`src/sv/csvt_div.sv`:
```
`timescale 1ns / 1ps
// Restoring divider, one quotient bit per cycle.
// Standalone; used by the spread tracker top level.

module csvt_div #(
    parameter int NUM_W = 94,
    parameter int DEN_W = 62
) (
    input  logic             i_clk,
    input  logic             i_rst_n,
    input  logic             i_start,
    input  logic [NUM_W-1:0] i_num,
    input  logic [DEN_W-1:0] i_den,
    output logic             o_done,
    output logic [NUM_W-1:0] o_quot
);

    localparam int CNT_W = $clog2(NUM_W + 1);

    logic [CNT_W-1:0] r_cnt;
    logic             r_done;
    logic [DEN_W-1:0] r_rem;
    logic [DEN_W-1:0] r_den;
    logic [NUM_W-1:0] r_nq;
    logic [DEN_W:0]   w_t;
    logic [DEN_W:0]   w_diff;
    logic             w_ge;

    assign w_t    = {r_rem, r_nq[NUM_W-1]};
    assign w_ge   = (w_t >= {1'b0, r_den});
    assign w_diff = w_t - {1'b0, r_den};

    always_ff @(posedge i_clk) begin
        if (!i_rst_n) begin
            r_cnt  <= '0;
            r_done <= 1'b0;
        end else begin
            r_done <= 1'b0;
            if (i_start) begin
                r_rem <= '0;
                r_den <= i_den;
                r_nq  <= i_num;
                r_cnt <= CNT_W'(NUM_W);
            end else if (r_cnt != '0) begin
                r_rem  <= w_ge ? w_diff[DEN_W-1:0] : w_t[DEN_W-1:0];
                r_nq   <= {r_nq[NUM_W-2:0], w_ge};
                r_cnt  <= r_cnt - CNT_W'(1);
                r_done <= (r_cnt == CNT_W'(1));
            end
        end
    end

    assign o_done = r_done;
    assign o_quot = r_nq;

endmodule

```
`config.mk`:
```
export PLATFORM = sky130hd
export DESIGN_NAME = csvt_div
export DESIGN_NICKNAME = d
export VERILOG_FILES = /design/src/sv/csvt_div.sv
export SDC_FILE = /design/constraint.sdc
export NUM_CORES = 1
export LEC_CHECK = 0
export ABC_AREA = 1
export BUFFER_PORTS_ARGS = -buffer_cell sky130_fd_sc_hd__buf_2
export CORE_AREA = 2 2 179 181
export CTS_CLUSTER_DIAMETER = 120
export DETAILED_ROUTE_END_ITERATION = 16
export DIE_AREA = 0 0 181 183
export PLACE_DENSITY = 0.68
export SYNTH_ARGS = -nofsm -noshare
export SYNTH_HDL_FRONTEND = slang
export SYNTH_SLANG_ARGS = --single-unit
```
`constraint.sdc`:
```
create_clock -name i_clk -period 14.2 [get_ports i_clk]
set_input_delay 2.13 -clock i_clk [delete_from_list [all_inputs] [get_ports i_clk]]
set_output_delay 2.13 -clock i_clk [all_outputs]
set_load 0.05 [all_outputs]
```
==> results.json, run 1 <==
{
  "outcome": "finished, final reports clean",
  "cts_hold_buffers": 0,
  "max_freq_mhz": 189.3,
  "drc": 0,
  "boundaryPins": 254,
  "hold_slack_ns": 0.4741,
  "initial_core_util_pct": 49.10,
  "final_layout_size_suffix_gt1_share_pct": 13.23,
  "globalRouteOverflowTotal": 0,
  "syn-num-nets": 2433,
  "cp_common_cell": "buf_4",
  "main_area_contributors_after_synthesis": "edfxtp_1 43%, nand2_1 25%, inv_1 9.8%, ha_1 5.3%, nor2_1 4.9%",
  "firstDrtPassIters": 5,
  "final.setup_skew_ns": 0.01023,
  "power.ir.vdd_worst_mv": 0.08251,
  "layout_worst_path_cycle_share_pct": 37.20,
  "r2r_setup_slack_ns": 10.34,
  "rsz_0062_raised_after_global_routing": "no",
  "place.detailed.instances": 2829,
  "cp-end-kind": "register",
  "postRouteWirelength_um": 43850,
  "path_max_fanout": 66,
  "cts_repair_resize_count": 0,
  "crit_arrival_ns": 5.43,
  "place.gp.congestion": 0.9662,
  "groute.usage.overall_pct": 26.51,
  "timing.critical_path.slowest_cell_delay_ns": 0.76,
  "route.detailed.vias_per_inst": 4.827,
  "average_cell_area_after_synthesis_um2": 6.945,
  "synthesis.area_um2": 15330,
  "synth_top_area_cell": "edfxtp_1",
  "synthCells": 2208,
  "clkSlewWorstSetupHoldPaths_ns": 0.06,
  "p_per_area_nw_per_um2": 136.9,
  "finalMaxSlewViolations": 0,
  "grt_antenna_before_repair": 7,
  "worst_path_dominant_cell_family": "buffers and inverters",
  "final_core_utilization_pct": 56.75,
  "flow.area_growth_from_synthesis_pct": 15.59,
  "final.fill_count": 3126,
  "timing.critical_path.buf_inv": 4,
  "first_global_vias": 13640,
  "fp.dieH_um": 183,
  "min_path_cells": 2,
  "dp_hpwl_um": 34880,
  "avgRoutedWirePerCell_um": 15.25,
  "hold_viol_final": 0,
  "hold_end": "r_cnt[6]",
  "timing.final.ws_setup_ns": 8.918,
  "crit_required_ns": 14.35,
  "via_count": 13880,
  "clockRootBuffer": "clkbuf_16",
  "cts_buffer_depth": 3,
  "finish.cell_count_without_fillers": 2876,
  "pre_cts_slack_ns": 8.324,
  "worst_hold_path_type": "register to register",
  "critical-path-slowest-cell": "buf_4",
  "number_of_warnings_issued_by_yosys": 0,
  "worst_r2r_endpoint": "r_rem[49]",
  "timing_worst_setup_path_type": "input port to register",
  "clkSinkCount": 226,
  "drt_iter0_markers": 916,
  "io_buffer_count": 253,
  "overall_die_area_um2": 33120,
  "leakage_power_nw": 9.802,
  "postCtsSetupBuffers": 0,
  "htree_levels": 1,
  "final_nets": 2679,
  "ff2ff_path_depth": 13,
  "leading_cell_type_in_the_layout_fill_and_taps_excluded": "nand2_1",
  "setup_viol": 0,
  "die_w_um": 181,
  "worst_hold_startpoint": "r_cnt[6]",
  "std_cell_rows": 65,
  "tritoncts": "done",
  "period_needed_ns": 5.282,
  "post-synth-top-area-fraction_pct": 42.69,
  "grt_first_pass_wirelength_um": 69480,
  "r2r_start": "r_rem[31]",
  "drt.antenna.violating_nets": 0,
  "startpoint_type": "input port",
  "crit_path_cell_trace": "buf_2 -> buf_4 -> nor2_1 -> nor2_4 -> buf_4 -> buf_4",
  "cap_viol_max_count": 0,
  "worst_pin_slew_ns": 0.9678,
  "seq_area_frac_synth_pct": 43.74,
  "ys_ff_latch": 226,
  "layout.cells.most_common_list": "1,037 x nand2_1, 397 x inv_1, 253 x buf_2",
  "cts_bufs_inserted": 25,
  "yosys.cell_types.count": 34,
  "clk_latency_ns": 0.53,
  "setup_tns_ns": 0,
  "timing.max_slew.rel_slack_pct": 35.48,
  "grt_start_max_net_pins": 92,
  "core_um2": 31230
}
cells by family after synthesis:
kind of cell / after synthesis / share of synthesized area (%)
AOI/OAI and AO/OA: 64 / 2.138
DFF: 226 / 43.74
adders and majority gates: 66 / 5.435
and+or+nand+nor: 1368 / 35.26
xor gates and xnor gates: 32 / 1.828
buffers and inverters: 452 / 11.60
state kept, by name, summed over array words and instances (netlist names):
name	count
o_done	1
o_quot	94
r_cnt	7
r_den	62
r_rem	62
stage by stage:
step	cell area, µm²	power [mW]
2_1_floorplan	15330	1.581
3_3_place_gp	16940	1.800
3_5_place_dp	16940	1.812
4_1_cts	17720	2.441
5_1_grt	17720	2.595
6_report	17720	2.427
metal layers:
metal,up-vias,wire [µm],track usage [%],part of all wire [%]
met5,-,38,0,0.087
met4,6,1880,10.67,4.3
met3,90,2890,5.123,6.6
met2,388,20620,46.11,47
met1,6199,18420,32.55,42
li1,7200,-,-,-
power by group:
group,internal (mW),switching [mW]
Clock,0.365,0.255
Sequential,0.834,0.0425
Combinational,0.286,0.644
Total,1.49,0.942
worst max-delay path by stage:
stage	slack (ns)	startpoint	to	cells after the start
2_1_floorplan	4.29	i_start	o_quot[0]	4
3_3_place_gp	8.45	i_start	o_quot[76]	6
3_5_place_dp	8.32	i_start	o_quot[74]	6
4_1_cts	8.91	i_start	o_quot[74]	6
5_1_grt	8.63	i_start	o_quot[74]	6
6_report	8.92	i_start	o_quot[75]	6
cells in the mapped netlist:
master / n
nand2_1: 1037
and2_1: 7
clkbuf_1: 23
inv_1: 399
nand3_2: 1
o21bai_1: 1
ha_1: 65
nand2_2: 6
nor4_1: 1
nor3_1: 11
o21ai_0: 9
nor4_2: 1
buf_6: 9
inv_2: 10
dfxtp_1: 8
edfxtp_1: 218
nand3b_1: 8
xnor2_1: 29
clkinv_1: 2
buf_8: 1
o21ai_1: 3
o31ai_1: 2
nor3_2: 1
nor2_2: 9
nand3_1: 63
fa_1: 1
nand4_1: 18
a21oi_1: 49
or3_1: 1
buf_1: 5
nor2_4: 3
xor2_1: 3
nor2_1: 201
buf_2: 3
cell type report:
| class | count | area, µm² | area share [%] |
|---|---|---|---|
| Multi-Input combinational cell | 1530 | 6863 | 38.72 |
| Inverter | 411 | 1545 | 8.719 |
| Clock inverter | 9 | 65.06 | 0.3671 |
| Antenna cell | 2 | 5.005 | 0.02824 |
| Timing Repair Buffer | 260 | 1319 | 7.441 |
| Sequential cell | 226 | 6706 | 37.84 |
| Tap cell | 402 | 503.0 | 2.838 |
| Clock buffer | 36 | 716.9 | 4.045 |
worst min-delay path, cell delays in order (launching register included):
cell     delay [ns]
dfxtp_1        0.31
o31ai_1        0.06
a21oi_1        0.06
Note: power is estimated with default switching activity, not from simulation.
==> run 2, diff against run 1 <==
--- a/config.mk
+++ b/config.mk
@@ -11,7 +11,7 @@
 export CTS_CLUSTER_DIAMETER = 120
 export DETAILED_ROUTE_END_ITERATION = 16
 export DIE_AREA = 0 0 181 183
-export PLACE_DENSITY = 0.68
+export PLACE_DENSITY = 0.71
 export SYNTH_ARGS = -nofsm -noshare
 export SYNTH_HDL_FRONTEND = slang
 export SYNTH_SLANG_ARGS = --single-unit
==> constraint.sdc (replaced) <==
create_clock -name i_clk -period 4.3 [get_ports i_clk]
set_input_delay 0.645 -clock i_clk [delete_from_list [all_inputs] [get_ports i_clk]]
set_output_delay 0.645 -clock i_clk [all_outputs]
set_load 0.05 [all_outputs]
==> run 2 against run 1 <==
Against the previous run: power grew to 3.4 times the previous value; combinational power grew to 3.3 times the previous value; largest power group unchanged; global-route usage is 0.39 points higher; first-iteration DRC count is 15% higher; sequential share of layout area is 0.32 points lower; count of clock-buffer cells in the layout is 4 lower; final cell count hardly changed; highest routed layer unchanged; flip-flop and latch count stayed put; sequential power grew to 3.3 times the previous value.
==> results.json, run 2 (same netlist as run 1, synthesis figures left out) <==
{
  "cts_bufs_inserted": 25,
  "final.setup_skew_ns": 0.02020,
  "cts_buffer_depth": 3,
  "regArea_um2": 6706,
  "route.detailed.vias_per_inst": 4.850,
  "hold_viol_final": 0,
  "firstDrtPassIters": 7,
  "power.ir.vdd_worst_mv": 0.2991,
  "via_count": 13960,
  "path_max_fanout": 68,
  "layout.cells.most_common_list": "1,037 x nand2_1, 397 x inv_1, 253 x buf_2",
  "std_cell_rows": 65,
  "power.switching_mw": 3.129,
  "finalMaxSlewViolations": 0,
  "pre_cts_slack_ns": 1.367,
  "fp.dieH_um": 183,
  "power.combinational.fraction_pct": 37.3,
  "tritoncts": "done",
  "setup_viol": 0,
  "crit_arrival_ns": 3.21,
  "clkSinkCount": 226,
  "final_cell_area_um2": 17870,
  "postCtsSetupBuffers": 0,
  "postRouteWirelength_um": 44400,
  "place.gp.congestion": 1.105,
  "timing.max_slew.rel_slack_pct": 47.59,
  "internal_power_mw": 5.126,
  "grt_first_pass_wirelength_um": 70480,
  "layout_worst_path_cycle_share_pct": 68.20,
  "drt.antenna.violating_nets": 0,
  "cp-end-kind": "register",
  "overall_die_area_um2": 33120,
  "leading_cell_type_in_the_layout_fill_and_taps_excluded": "nand2_1",
  "cts_hold_buffers": 0,
  "boundaryPins": 254,
  "timing.final.ws_setup_ns": 1.368,
  "final_layout_size_suffix_gt1_share_pct": 13.62,
  "core_um2": 31230,
  "cts_repair_resize_count": 0,
  "die_w_um": 181,
  "worst_pin_slew_ns": 0.7861,
  "cap_viol_max_count": 0,
  "final_core_utilization_pct": 57.23,
  "rsz_0062_raised_after_global_routing": "no",
  "clkSlewWorstSetupHoldPaths_ns": 0.06,
  "dp_hpwl_um": 35370,
  "drt_iter0_markers": 1057,
  "period_needed_ns": 2.932,
  "grt_start_max_net_pins": 116,
  "timing_worst_setup_path_type": "register to register",
  "power.clock.fraction_pct": 27.8,
  "drc": 0,
  "net_switching_fraction_of_the_power_pct": 37.90,
  "p_total_mw": 8.254,
  "grt_antenna_before_repair": 4,
  "outcome": "finished, final reports clean",
  "final.fill_count": 3074,
  "detailed_place.area_um2": 16990,
  "flow.area_growth_from_synthesis_pct": 16.56,
  "first_global_vias": 13530,
  "startpoint_type": "register",
  "multi_input_comb_area_um2": 6863,
  "globalRouteOverflowTotal": 0,
  "final_nets": 2681,
  "clockRootBuffer": "clkbuf_16",
  "leakage_power_nw": 9.871,
  "setup_tns_ns": 0,
  "worst_hold_path_type": "input port to register",
  "groute.usage.overall_pct": 26.90,
  "max_freq_mhz": 341.0,
  "largest_register_ffs": 94,
  "clk_latency_ns": 0.54,
  "seq_power_share_pct": 34.9,
  "p_per_area_nw_per_um2": 461.8,
  "htree_levels": 1,
  "initial_core_util_pct": 49.10,
  "crit_required_ns": 4.58,
  "io_buffer_count": 253,
  "avgRoutedWirePerCell_um": 15.43
}
==> run 2: cell count changes in the layout (fill, tap and decap cells not counted), sizes merged <==
cell and change:
bufinv +4, clkbuf -4, buf +2, clkinv -2, clkinvlp +2
==> run 2: cell type report <==
type,instances,share of cell area [%]
inverter,411,8.645
antenna,2,0.02800
sequential,226,37.52
clock buffer,32,3.815
tap,402,2.814
multi-input combinational,1530,38.40
clock inverter,13,1.106
timing repair buffer,262,7.672
==> run 2: per-stage QoR <==
stage                     hold slack [ns]  std cells
after detailed placement           0.4661       2831
after global placement             0.4511       2831
after global routing               0.2618       2878
after CTS                          0.2555       2876
final                              0.2805       2878
after floorplan                    0.4399       2208
==> run 2: path summary, 6_finish.rpt <==
kind | start | slack (ns) | cells after the start | endpoint
min | i_den[9] | 0.28 | 1 | r_den[9]
max reg2reg | r_rem[20] | 1.37 | 13 | r_rem[35]
min reg2reg | r_cnt[6] | 0.47 | 2 | r_cnt[6]
max | r_rem[20] | 1.37 | 13 | r_rem[35]
==> run 2: metal layers <==
| metal | GRT usage, % | vias up | wire, µm | share of wire, % |
|---|---|---|---|---|
| li1 | - | 7199 | - | - |
| met1 | 33.65 | 6224 | 18470 | 42 |
| met2 | 47.40 | 456 | 21410 | 48 |
| met3 | 4.627 | 76 | 2924 | 6.6 |
| met4 | 8.878 | 2 | 1587 | 3.6 |
| met5 | 0 | - | 13 | 0.029 |
==> run 2: worst max-delay path, cell delays in order, from the launching register on <==
cell	delay, ns
edfxtp_1	0.41
ha_1	0.38
nand2_1	0.13
nor2_2	0.20
nand2_1	0.16
nor2_1	0.21
nand2_1	0.11
nor3_2	0.14
nand2_1	0.11
nand3_4	0.27
buf_12	0.29
nand2_1	0.11
nand2_1	0.07
nor2_1	0.04
==> run 2: power by group through the flow <==
stage	clock, mW	combinational (mW)	sequential [mW]
after detailed placement	0	3.06	2.92
after global placement	0	3.03	2.92
final	2.30	3.08	2.88
after global routing	2.42	3.46	2.91
after CTS	2.35	3.07	2.89
after floorplan	0	2.05	3.16
