<file path="src/sv/csvt_mul.sv">
`timescale 1ns / 1ps
// Bit-serial shift-and-add multiplier, one multiplier bit per cycle.
// Standalone; used by the spread tracker top level.

module csvt_mul #(
    parameter int W = 64
) (
    input  logic             i_clk,
    input  logic             i_rst_n,
    input  logic             i_start,
    input  logic [W-1:0]     i_a,
    input  logic [W-1:0]     i_b,
    output logic             o_done,
    output logic [2*W-1:0]   o_prod
);

    localparam int CNT_W = $clog2(W + 1);

    logic [CNT_W-1:0] r_cnt;
    logic             r_done;
    logic [W-1:0]     r_a;
    logic [W-1:0]     r_acc;
    logic [W-1:0]     r_low;
    logic [W:0]       w_sum;

    assign w_sum = {1'b0, r_acc} + (r_low[0] ? {1'b0, r_a} : {(W+1){1'b0}});

    always_ff @(posedge i_clk) begin
        if (!i_rst_n) begin
            r_cnt  <= '0;
            r_done <= 1'b0;
        end else begin
            r_done <= 1'b0;
            if (i_start) begin
                r_a   <= i_a;
                r_acc <= '0;
                r_low <= i_b;
                r_cnt <= CNT_W'(W);
            end else if (r_cnt != '0) begin
                r_acc  <= w_sum[W:1];
                r_low  <= {w_sum[0], r_low[W-1:1]};
                r_cnt  <= r_cnt - CNT_W'(1);
                r_done <= (r_cnt == CNT_W'(1));
            end
        end
    end

    assign o_done = r_done;
    assign o_prod = {r_acc, r_low};

endmodule

</file>
<file path="config.mk">
export PLATFORM = sky130hd
export DESIGN_NAME = csvt_mul
export DESIGN_NICKNAME = d
export VERILOG_FILES = /design/src/sv/csvt_mul.sv
export SDC_FILE = /design/constraint.sdc
export NUM_CORES = 1
export LEC_CHECK = 0
export ABC_AREA = 1
export BUFFER_PORTS_ARGS = -buffer_cell sky130_fd_sc_hd__buf_4
export CAP_MARGIN = 10
export CORE_ASPECT_RATIO = 1.2
export CORE_MARGIN = 5
export CORE_UTILIZATION = 30
export CTS_CLUSTER_DIAMETER = 30
export DETAILED_ROUTE_END_ITERATION = 12
export GPL_ROUTABILITY_DRIVEN = 1
export SYNTH_ARGS = -nofsm -noshare
export SYNTH_HDL_FRONTEND = slang
export SYNTH_SLANG_ARGS = --single-unit
</file>
<file path="constraint.sdc">
create_clock -name i_clk -period 13.03 [get_ports i_clk]
set_input_delay 0.6515 -clock i_clk [delete_from_list [all_inputs] [get_ports i_clk]]
set_output_delay 0.6515 -clock i_clk [all_outputs]
set_load 0.05 [all_outputs]
</file>
==> key figures, run 1 <==
Job
  – Maxcap violations: 0

Pwr
  – Clock power share: 18.7%
  – Logic pwr share: 48.4%
  – Leakage power total: 9.170 nW
  – Sw frac: 46.86%
  – Reg power frac: 32.9%
  – Pwr Density: 171.1 mW/mm²
  – NetSw: 1.350 mW
  – Internal power: 1.531 mW
  – Worst vdd ir: 0.0001037 V

STA
  – RSZ-0062 raised after global routing: no
  – Crit share post-route: 25.37%
  – Fmax: 302.6 MHz
  – Worst slew pin tran: 908.3 ps
  – Rel. slew slack: 39.44%
  – Setup_tns: 0 ps
  – Worst Skew: 21.43 ps
  – Min Tclk post-route: 3305 ps
  – Setup violators final: 0
  – Hold Vio Cnt, Final: 0
  – Slew Limit Fails: 0

Synthesis
  – Top area cells in the synthesized netlist: edfxtp_1, nand2_1, inv_1
  – Synth area leader: edfxtp_1
  – Sequential-to-total area share from yosys stat: 43.50%
  – Synth Instances: 1932
  – Synth unique cells: 33
  – Most frequent cell after synthesis: nand2_1
  – Ys Warns: 0
  – Mapped Area: 0.01362 mm²
  – Synth top cells by count: nand2_1, inv_1, edfxtp_1, nor2_1, a21oi_1
  – Synth top area share: 42.33%
  – Main synth FF type: edfxtp_1
  – Mapped Avg Cell Area: 7.051 µm²
  – Synth Register Bits: 200
  – Syn Nets: 2130
  – Post-synth EDFFs: 192
  – Fraction of registers with async set/reset: 0%

Floorplanning
  – Rows: 85
  – Initial core utilization: 30.35%
  – IO Count: 260
  – Core area: 0.04488 mm²
  – DIE WIDTH: 204.5 µm
  – Chip Height: 243.4 µm
  – Die area: 0.04979 mm²

Setup path
  – CP Launch Type: flop
  – Critical Path Sink Type: flop
  – Max FO, Critical Path: 63
  – Arr. time, crit path: 3400 ps
  – R2R setup slack: 9720 ps
  – Critical path type: reg -> reg
  – WP data required: 13130 ps

Global route
  – Vias in the first global route: 12980
  – Total GRT Usage: 18.76%
  – Antenna violations before repair: 0
  – Largest net degree at the start of global routing: 81
  – Global-route wire length before repair: 71750 µm
  – Remaining Overflow, GRT: 0

Clock network
  – Later-pin clock latency in the skew report: 480 ps
  – Cts bufs inserted: 17
  – Number of clock sinks: 200
  – CTS resizes: 0
  – Max clock buf depth: 2
  – CTS root buffer: clkbuf_16
  – Reg clk slew, reported paths: 90 ps
  – CTS tree: yes
  – Post CTS Setup Buffer Count: 0
  – H-tree levels: 4
  – Hold buffer count at CTS: 0

Placed design
  – DP Cell Count: 2777
  – IO Port Bufs: 259
  – HPWL Detailed: 37980 µm
  – Gp weighted congestion: 0.9559
  – Placed Area: 0.01626 mm²

Drt
  – DR iter-0 viols: 637
  – Drt wl/cell: 16.64 µm
  – Via count: 12670
  – Vias per cell: 4.512
  – Drc violations: 0
  – Routed wire length: 46750 µm
  – TritonRoute pass-1 iters: 5
  – Antenna-violating nets left: 0

Layout
  – FILL cells: 4882
  – Post-Layout Inst Area: 0.01683 mm²
  – Fraction of layout instances using a drive strength above 1: 16.14%
  – Footprint of the multi-input gates: 0.006130 mm²
  – Syn-to-layout area delta: 23.56%
  – Antenna diode count: 0
  – Register area: 0.005926 mm²
  – Fin nets: 2385
  – Fin cells: 2809

Status
  – Status: completed

Hold path
  – Worst hold path class: in -> reg
==> placed cells by master (no fill, tap or decap), types with 5 or more instances in the layout <==
cell type,netlist,layout
o21bai_1,7,7
dfxtp_1,8,8
inv_1,388,387
and2_1,5,5
ha_1,66,66
nand3_1,50,50
nand4_1,15,15
and3_1,5,5
nor4_1,6,6
clkbuf_16,0,17
nand2_2,24,24
buf_4,1,264
nand2_1,815,815
o21ai_0,34,33
nand3_2,11,11
nor2_1,134,134
nor3_1,11,11
a21oi_1,98,98
edfxtp_1,192,192
nor2_2,15,15
==> metrics by stage <==
stage | setup WS [ps] | hold slack (ps) | power (mW) | utilization [%]
6_report | 9725 | 344.5 | 2.881 | 37.50
5_1_grt | 9556 | 320.9 | 3.071 | 37.50
4_1_cts | 9672 | 306.1 | 2.916 | 37.50
3_5_place_dp | 9227 | 472.9 | 2.363 | 36.24
3_3_place_gp | 9288 | 461.6 | 2.355 | 36.24
2_1_floorplan | 2534 | 447.3 | 1.930 | -
==> area by class of cell <==
class	count	share of cell area, %
repair buffers	264	11.78
multi-input cells	1314	36.42
inverters	390	8.705
well taps	609	4.527
clock buffers	17	2.528
clock inverters	15	0.8400
flip-flops and latches	200	35.21
==> cells by family after synthesis <==
logic type	after synthesis	synth area share (%)
compound gates	147	5.704
xor+xnor	3	0.1929
fa+ha+maj	67	6.209
buf+inv	418	11.58
flops	200	43.50
simple gates	1097	32.81
==> flip-flops by register name, indices dropped and copies added (netlist names) <==
register  count
r_a          64
r_low        64
r_cnt         7
r_acc        64
o_done        1
==> critical path, cell delays in order (launching register included) <==
cell	delay, ps
dfxtp_1	380
inv_1	70
ha_1	220
nand2_1	110
nor2_1	90
o21ai_4	490
buf_4	660
buf_4	780
==> power groups by stage <==
stage	Sequential (mW)	Combinational [mW]	Clock, mW
2_1_floorplan	1.30	0.634	0
3_3_place_gp	0.962	1.39	0
3_5_place_dp	0.963	1.40	0
4_1_cts	0.953	1.40	0.558
5_1_grt	0.964	1.53	0.578
6_report	0.948	1.39	0.538
==> final timing paths <==
check	cells after the start	endpoint	startpoint
max	7	r_low[21]	r_cnt[0]
min	1	r_a[40]	i_a[40]
max reg2reg	7	r_low[21]	r_cnt[0]
min reg2reg	2	r_cnt[3]	r_cnt[3]
==> layer usage <==
| metal | GRT usage (%) | vias up | wire, µm |
|---|---|---|---|
| met4 | 8.772 | 0 | 2055 |
| li1 | - | 6465 | - |
| met3 | 5.586 | 85 | 3589 |
| met1 | 21.31 | 5697 | 18580 |
| met5 | 0 | - | 0 |
| met2 | 32.27 | 426 | 22520 |
Note: power is estimated with default switching activity, not from simulation.
==> run 2: changes to the inputs <==
==> constraint.sdc (replaced) <==
create_clock -name i_clk -period 2.9 [get_ports i_clk]
set_input_delay 0.145 -clock i_clk [delete_from_list [all_inputs] [get_ports i_clk]]
set_output_delay 0.145 -clock i_clk [all_outputs]
set_load 0.05 [all_outputs]
==> run 2 against run 1 <==
Compared with the run above: worst setup slack got worse by 9600 ps; design area increased by 12%; worst hold slack got worse by 290 ps; first-iteration DRC count increased by 35%; count of clock-buffer cells in the layout unchanged; via count increased by 5.9%.
==> key figures, run 2 (same netlist as run 1, synthesis figures left out) <==
Drt
  – Antenna-violating nets left: 0
  – TritonRoute pass-1 iters: 7
  – Routed wire length: 50960 µm
  – Vias per cell: 4.489
  – DR iter-0 viols: 859
  – Drc violations: 0
  – Drt wl/cell: 17.04 µm
  – Via count: 13420

Clock network
  – Cts bufs inserted: 17
  – Max clock buf depth: 2
  – H-tree levels: 4
  – Reg clk slew, reported paths: 80 ps
  – CTS tree: yes
  – Number of clock sinks: 200
  – CTS root buffer: clkbuf_16
  – Later-pin clock latency in the skew report: 480 ps

STA
  – RSZ-0062 raised after global routing: yes
  – Crit share post-route: 95.31%
  – Rel. slew slack: 44.36%
  – Fmax: 361.8 MHz
  – Setup violators final: 0
  – Worst Skew: 18.74 ps
  – Min Tclk post-route: 2764 ps
  – Worst slew pin tran: 834.6 ps
  – Hold Vio Cnt, Final: 0
  – Slew Limit Fails: 0

Floorplanning
  – Initial core utilization: 30.35%
  – DIE WIDTH: 204.5 µm
  – Chip Height: 243.4 µm
  – Core area: 0.04488 mm²
  – IO Count: 260
  – Rows: 85
  – Die area: 0.04979 mm²

Layout
  – Regs by FF count: r_a x64, r_acc x64, r_low x64
  – FILL cells: 4657
  – Most frequent cells in the layout: nand2_1, inv_1, buf_4
  – Fraction of layout instances using a drive strength above 1: 18.90%
  – Footprint of the multi-input gates: 0.006279 mm²
  – Register area: 0.005928 mm²
  – Syn-to-layout area delta: 37.90%
  – Fin cells: 2990
  – Final Core Density: 41.85%
  – Fin nets: 2566
  – Antenna diode count: 0
  – Commonest non-fill, non-tap cell in the layout: nand2_1
  – Post-Layout Inst Area: 0.01878 mm²

Status
  – Status: completed

Placed design
  – DP Cell Count: 2829
  – HPWL Detailed: 40740 µm
  – Gp weighted congestion: 0.9818
  – IO Port Bufs: 259
  – Placed Area: 0.01676 mm²

Setup path
  – Critical path type: reg -> reg
  – WP data required: 3160 ps
  – Arr. time, crit path: 3020 ps
  – Max FO, Critical Path: 42
  – CP Launch Type: flop
  – Critical Path Sink Type: flop

Global route
  – Remaining Overflow, GRT: 0
  – Global-route wire length before repair: 77910 µm
  – Vias in the first global route: 13830
  – Largest net degree at the start of global routing: 72
  – Total GRT Usage: 20.37%
  – Antenna violations before repair: 0

Job
  – Maxcap violations: 0

Pwr
  – Worst vdd ir: 0.0004555 V
  – Leakage power total: 10.00 nW
  – Tot Pwr: 13.69 mW
  – Pwr Density: 728.9 mW/mm²

Hold path
  – Worst hold path class: in -> reg
run 2: cell types whose count changed in the layout (fill, tap and decap cells not counted), sizes merged:
| cell | change |
|---|---|
| bufinv | +1 |
| clkinvlp | +4 |
| buf | +53 |
| dlygate4sd3 | +128 |
| clkinv | -5 |
run 2: report_power, final:
part	switching (mW)	internal, mW	leakage (nW)	total, mW
Sequential	0.413	3.89	1.95	4.31
Combinational	4.69	2.11	7.76	6.80
Clock	1.28	1.31	0.286	2.59
run 2: path summary, 6_finish.rpt:
| path | to | depth (start not counted) | from | slack [ps] |
|---|---|---|---|---|
| setup / recovery | r_acc[29] | 12 | r_low[0] | 140 |
| setup reg to reg | r_acc[29] | 12 | r_low[0] | 140 |
| hold / removal | r_low[26] | 3 | i_b[26] | 50 |
| hold reg to reg | r_cnt[0] | 1 | r_cnt[0] | 470 |
run 2: area by class of cell:
| type | count | area share [%] |
|---|---|---|
| Clock inverter | 15 | 1.006 |
| Sequential cell | 200 | 31.56 |
| Timing Repair Buffer | 445 | 19.89 |
| Multi-Input combinational cell | 1314 | 33.42 |
| Tap cell | 609 | 4.056 |
| Inverter | 390 | 7.800 |
| Clock buffer | 17 | 2.265 |
run 2: what timing repair did:
| action | CTS | global route |
|---|---|---|
| gates resized for setup | 3 | 35 |
| endpoints found under the setup margin | 4 | 21 |
| endpoints found under the hold margin | 128 | 0 |
| hold buffers | 128 | 0 |
| cloned | 0 | 0 |
| setup buffers | 1 | 0 |
run 2: routing by layer:
layer	global-route usage (%)	share of wire [%]	wire, µm
met1	23.40	40	20430
met2	36.26	50	25340
met3	4.548	6.2	3147
met4	8.713	4.0	2035
met5	0	0	0
run 2: through the flow:
step	hold slack (ps)	TNS [ps]	setup WS, ps
floorplan	243.9	-34990	-273.4
global placement	324.3	-172.3	-96.39
detailed placement	324.3	-81.83	-81.83
CTS	21.55	0	42.94
global route	28.82	-0.8877	-0.8877
finish	52.16	0	135.9
run 2: critical path, cell delays in order, from the launching register on:
cell	delay, ps
edfxtp_1	430
buf_12	190
nand2_1	90
inv_1	50
ha_1	370
nand2_1	160
nor2_2	230
nand2_1	170
nor2_1	230
nand2_1	80
nand2_1	110
o21ai_0	80
a21oi_1	320
==> run 3: changes to the inputs <==
--- a/config.mk
+++ b/config.mk
@@ -14,6 +14,7 @@
 export CTS_CLUSTER_DIAMETER = 30
 export DETAILED_ROUTE_END_ITERATION = 12
 export GPL_ROUTABILITY_DRIVEN = 1
+export RECOVER_POWER = 50
 export SYNTH_ARGS = -nofsm -noshare
 export SYNTH_HDL_FRONTEND = slang
 export SYNTH_SLANG_ARGS = --single-unit
==> run 3 against run 2 <==
Compared with the run above: the run now ends with max-capacitance violations, max-slew violations left; sequential share of layout area rose by 0.73 points; routed wire length shrank 0.37%; maximum frequency barely moved; global-route usage stayed put; clock skew about the same; combinational power fell by 4.4%; critical path type unchanged; critical endpoint unchanged; largest power group unchanged.
==> key figures, run 3 (same netlist as run 1, synthesis figures left out) <==
Status
  – Status: complete, but fails checks
  – Failing checks: max-capacitance violations, max-slew violations

Layout
  – Commonest non-fill, non-tap cell in the layout: nand2_1
  – Syn-to-layout area delta: 34.78%
  – Fraction of layout instances using a drive strength above 1: 14.15%
  – Regs by FF count: r_a x64, r_acc x64, r_low x64
  – Fin cells: 2990
  – Most frequent cells in the layout: nand2_1, inv_1, edfxtp_1
  – Post-Layout Inst Area: 0.01836 mm²
  – FILL cells: 4762
  – Antenna diode count: 0
  – Fin nets: 2566

Global route
  – Remaining Overflow, GRT: 0
  – Total GRT Usage: 20.37%
  – Antenna violations before repair: 0
  – Largest net degree at the start of global routing: 72
  – Vias in the first global route: 13830
  – Global-route wire length before repair: 77910 µm

Hold path
  – Worst hold path class: in -> reg
  – Hold Crit Depth: 3
  – Hold Crit Start: i_b[26]
  – Hold endpoint: r_low[26]

Floorplanning
  – Chip Height: 243.4 µm
  – Core area: 0.04488 mm²
  – Rows: 85
  – IO Count: 260
  – DIE WIDTH: 204.5 µm
  – Initial core utilization: 30.35%
  – Die area: 0.04979 mm²

Drt
  – DR iter-0 viols: 796
  – Routed wire length: 50770 µm
  – Antenna-violating nets left: 0
  – Via count: 13420
  – Vias per cell: 4.488
  – Drc violations: 0
  – TritonRoute pass-1 iters: 7
  – Drt wl/cell: 16.98 µm

Setup path
  – CP Launch Type: flop
  – CP Depth: 12
  – Critical Path Sink Type: flop
  – Critical path type: reg -> reg
  – Max incr delay on CP: 430 ps
  – Reg2reg start: r_low[0]
  – R2R cell count: 12
  – WP buf/inv: 2
  – Worst path cell trace: buf_12, nand2_1, inv_1, ha_1, nand2_1, nor2_2, nand2_1, nor2_1, nand2_1, nand2_1, o21ai_0, a21oi_1
  – Crit-path leading delay family: simple AND/OR/NAND/NOR gates
  – Max FO, Critical Path: 42
  – Slowest cell on crit path: edfxtp_1
  – Worst flop-to-flop path endpoint: r_acc[29]
  – WP data required: 3160 ps
  – Crit-path most repeated cell: nand2_1
  – R2R setup slack: 130 ps
  – Arr. time, crit path: 3020 ps

Clock network
  – CTS root buffer: clkbuf_16
  – Reg clk slew, reported paths: 80 ps
  – Max clock buf depth: 2
  – CTS tree: yes
  – Cts bufs inserted: 17
  – Later-pin clock latency in the skew report: 470 ps
  – H-tree levels: 4
  – Number of clock sinks: 200

STA
  – Crit share post-route: 95.36%
  – RSZ-0062 raised after global routing: yes
  – Min Tclk post-route: 2766 ps
  – Slew Limit Fails: 66
  – Worst Skew: 18.39 ps
  – Hold WS: 53.90 ps
  – Fmax: 361.6 MHz
  – Hold Vio Cnt, Final: 0
  – Rel. slew slack: -23.42%
  – Setup_tns: 0 ps
  – Setup violators final: 0
  – Worst slew pin tran: 1851 ps

Placed design
  – DP Cell Count: 2829
  – Gp weighted congestion: 0.9818
  – HPWL Detailed: 40740 µm
  – IO Port Bufs: 259
  – Placed Area: 0.01676 mm²

Pwr
  – Pwr Density: 728.7 mW/mm²
  – Tot Pwr: 13.38 mW
  – Leakage power total: 9.576 nW
  – Worst vdd ir: 0.0004338 V

Job
  – Maxcap violations: 2
-- run 3: cell count changes in the layout (fill, tap and decap cells not counted), sizes merged --
cell	delta
clkbuf	+172
buf	-172
-- run 3: worst max path at each step --
stage / startpoint / end
2_1_floorplan: r_cnt[0] / r_acc[0]
3_3_place_gp: r_low[0] / r_acc[62]
3_5_place_dp: r_low[0] / r_acc[62]
4_1_cts: r_low[0] / r_acc[55]
5_1_grt: r_low[0] / r_acc[59]
6_report: r_low[0] / r_acc[29]
-- run 3: cell type report --
| class | count | area [µm²] | share of cell area (%) |
|---|---|---|---|
| repair buffers | 445 | 3319 | 18.08 |
| flip-flops and latches | 200 | 5928 | 32.29 |
| well taps | 609 | 762.0 | 4.150 |
| inverters | 390 | 1465 | 7.980 |
| clock inverters | 15 | 188.9 | 1.029 |
| clock buffers | 17 | 425.4 | 2.317 |
| multi-input cells | 1314 | 6271 | 34.16 |
-- run 3: stage by stage --
stage	util, %	setup WS [ps]
floorplan	-	-273.4
global placement	37.34	-96.39
detailed placement	37.34	-81.83
CTS	41.61	42.94
global route	40.91	-0.8877
finish	40.91	134.4
-- run 3: worst reg2reg max path, stage by stage, from the launching register on --
cell      delay, ps
edfxtp_1        430
buf_12          190
nand2_1         130
inv_1            50
ha_1            380
nand2_1         160
nor2_2          230
nand2_1         180
nor2_1          220
nand2_1          80
nand2_1         110
o21ai_0          80
a21oi_1         310
-- run 3: where the power goes --
group / internal (mW) / switching, mW / total, mW
combinational: 1.81 / 4.69 / 6.50
sequential: 3.89 / 0.397 / 4.29
clock: 1.31 / 1.28 / 2.59
total: 7.01 / 6.37 / 13.4
-- run 3: routing by layer --
metal / up-vias / part of all wire, % / global-route usage, %
li1: 6828 / - / -
met1: 6068 / 40 / 23.40
met2: 446 / 50 / 36.26
met3: 76 / 6.3 / 4.548
met4: 0 / 3.9 / 8.713
met5: - / 0 / 0
-- run 3: what timing repair did --
| item | in CTS | in global routing |
|---|---|---|
| gates resized for setup | 3 | 35 |
| buffers inserted | 1 | 0 |
| hold endpoints to repair | 128 | 0 |
| hold buffers | 128 | 0 |
| endpoints found under the setup margin | 4 | 21 |
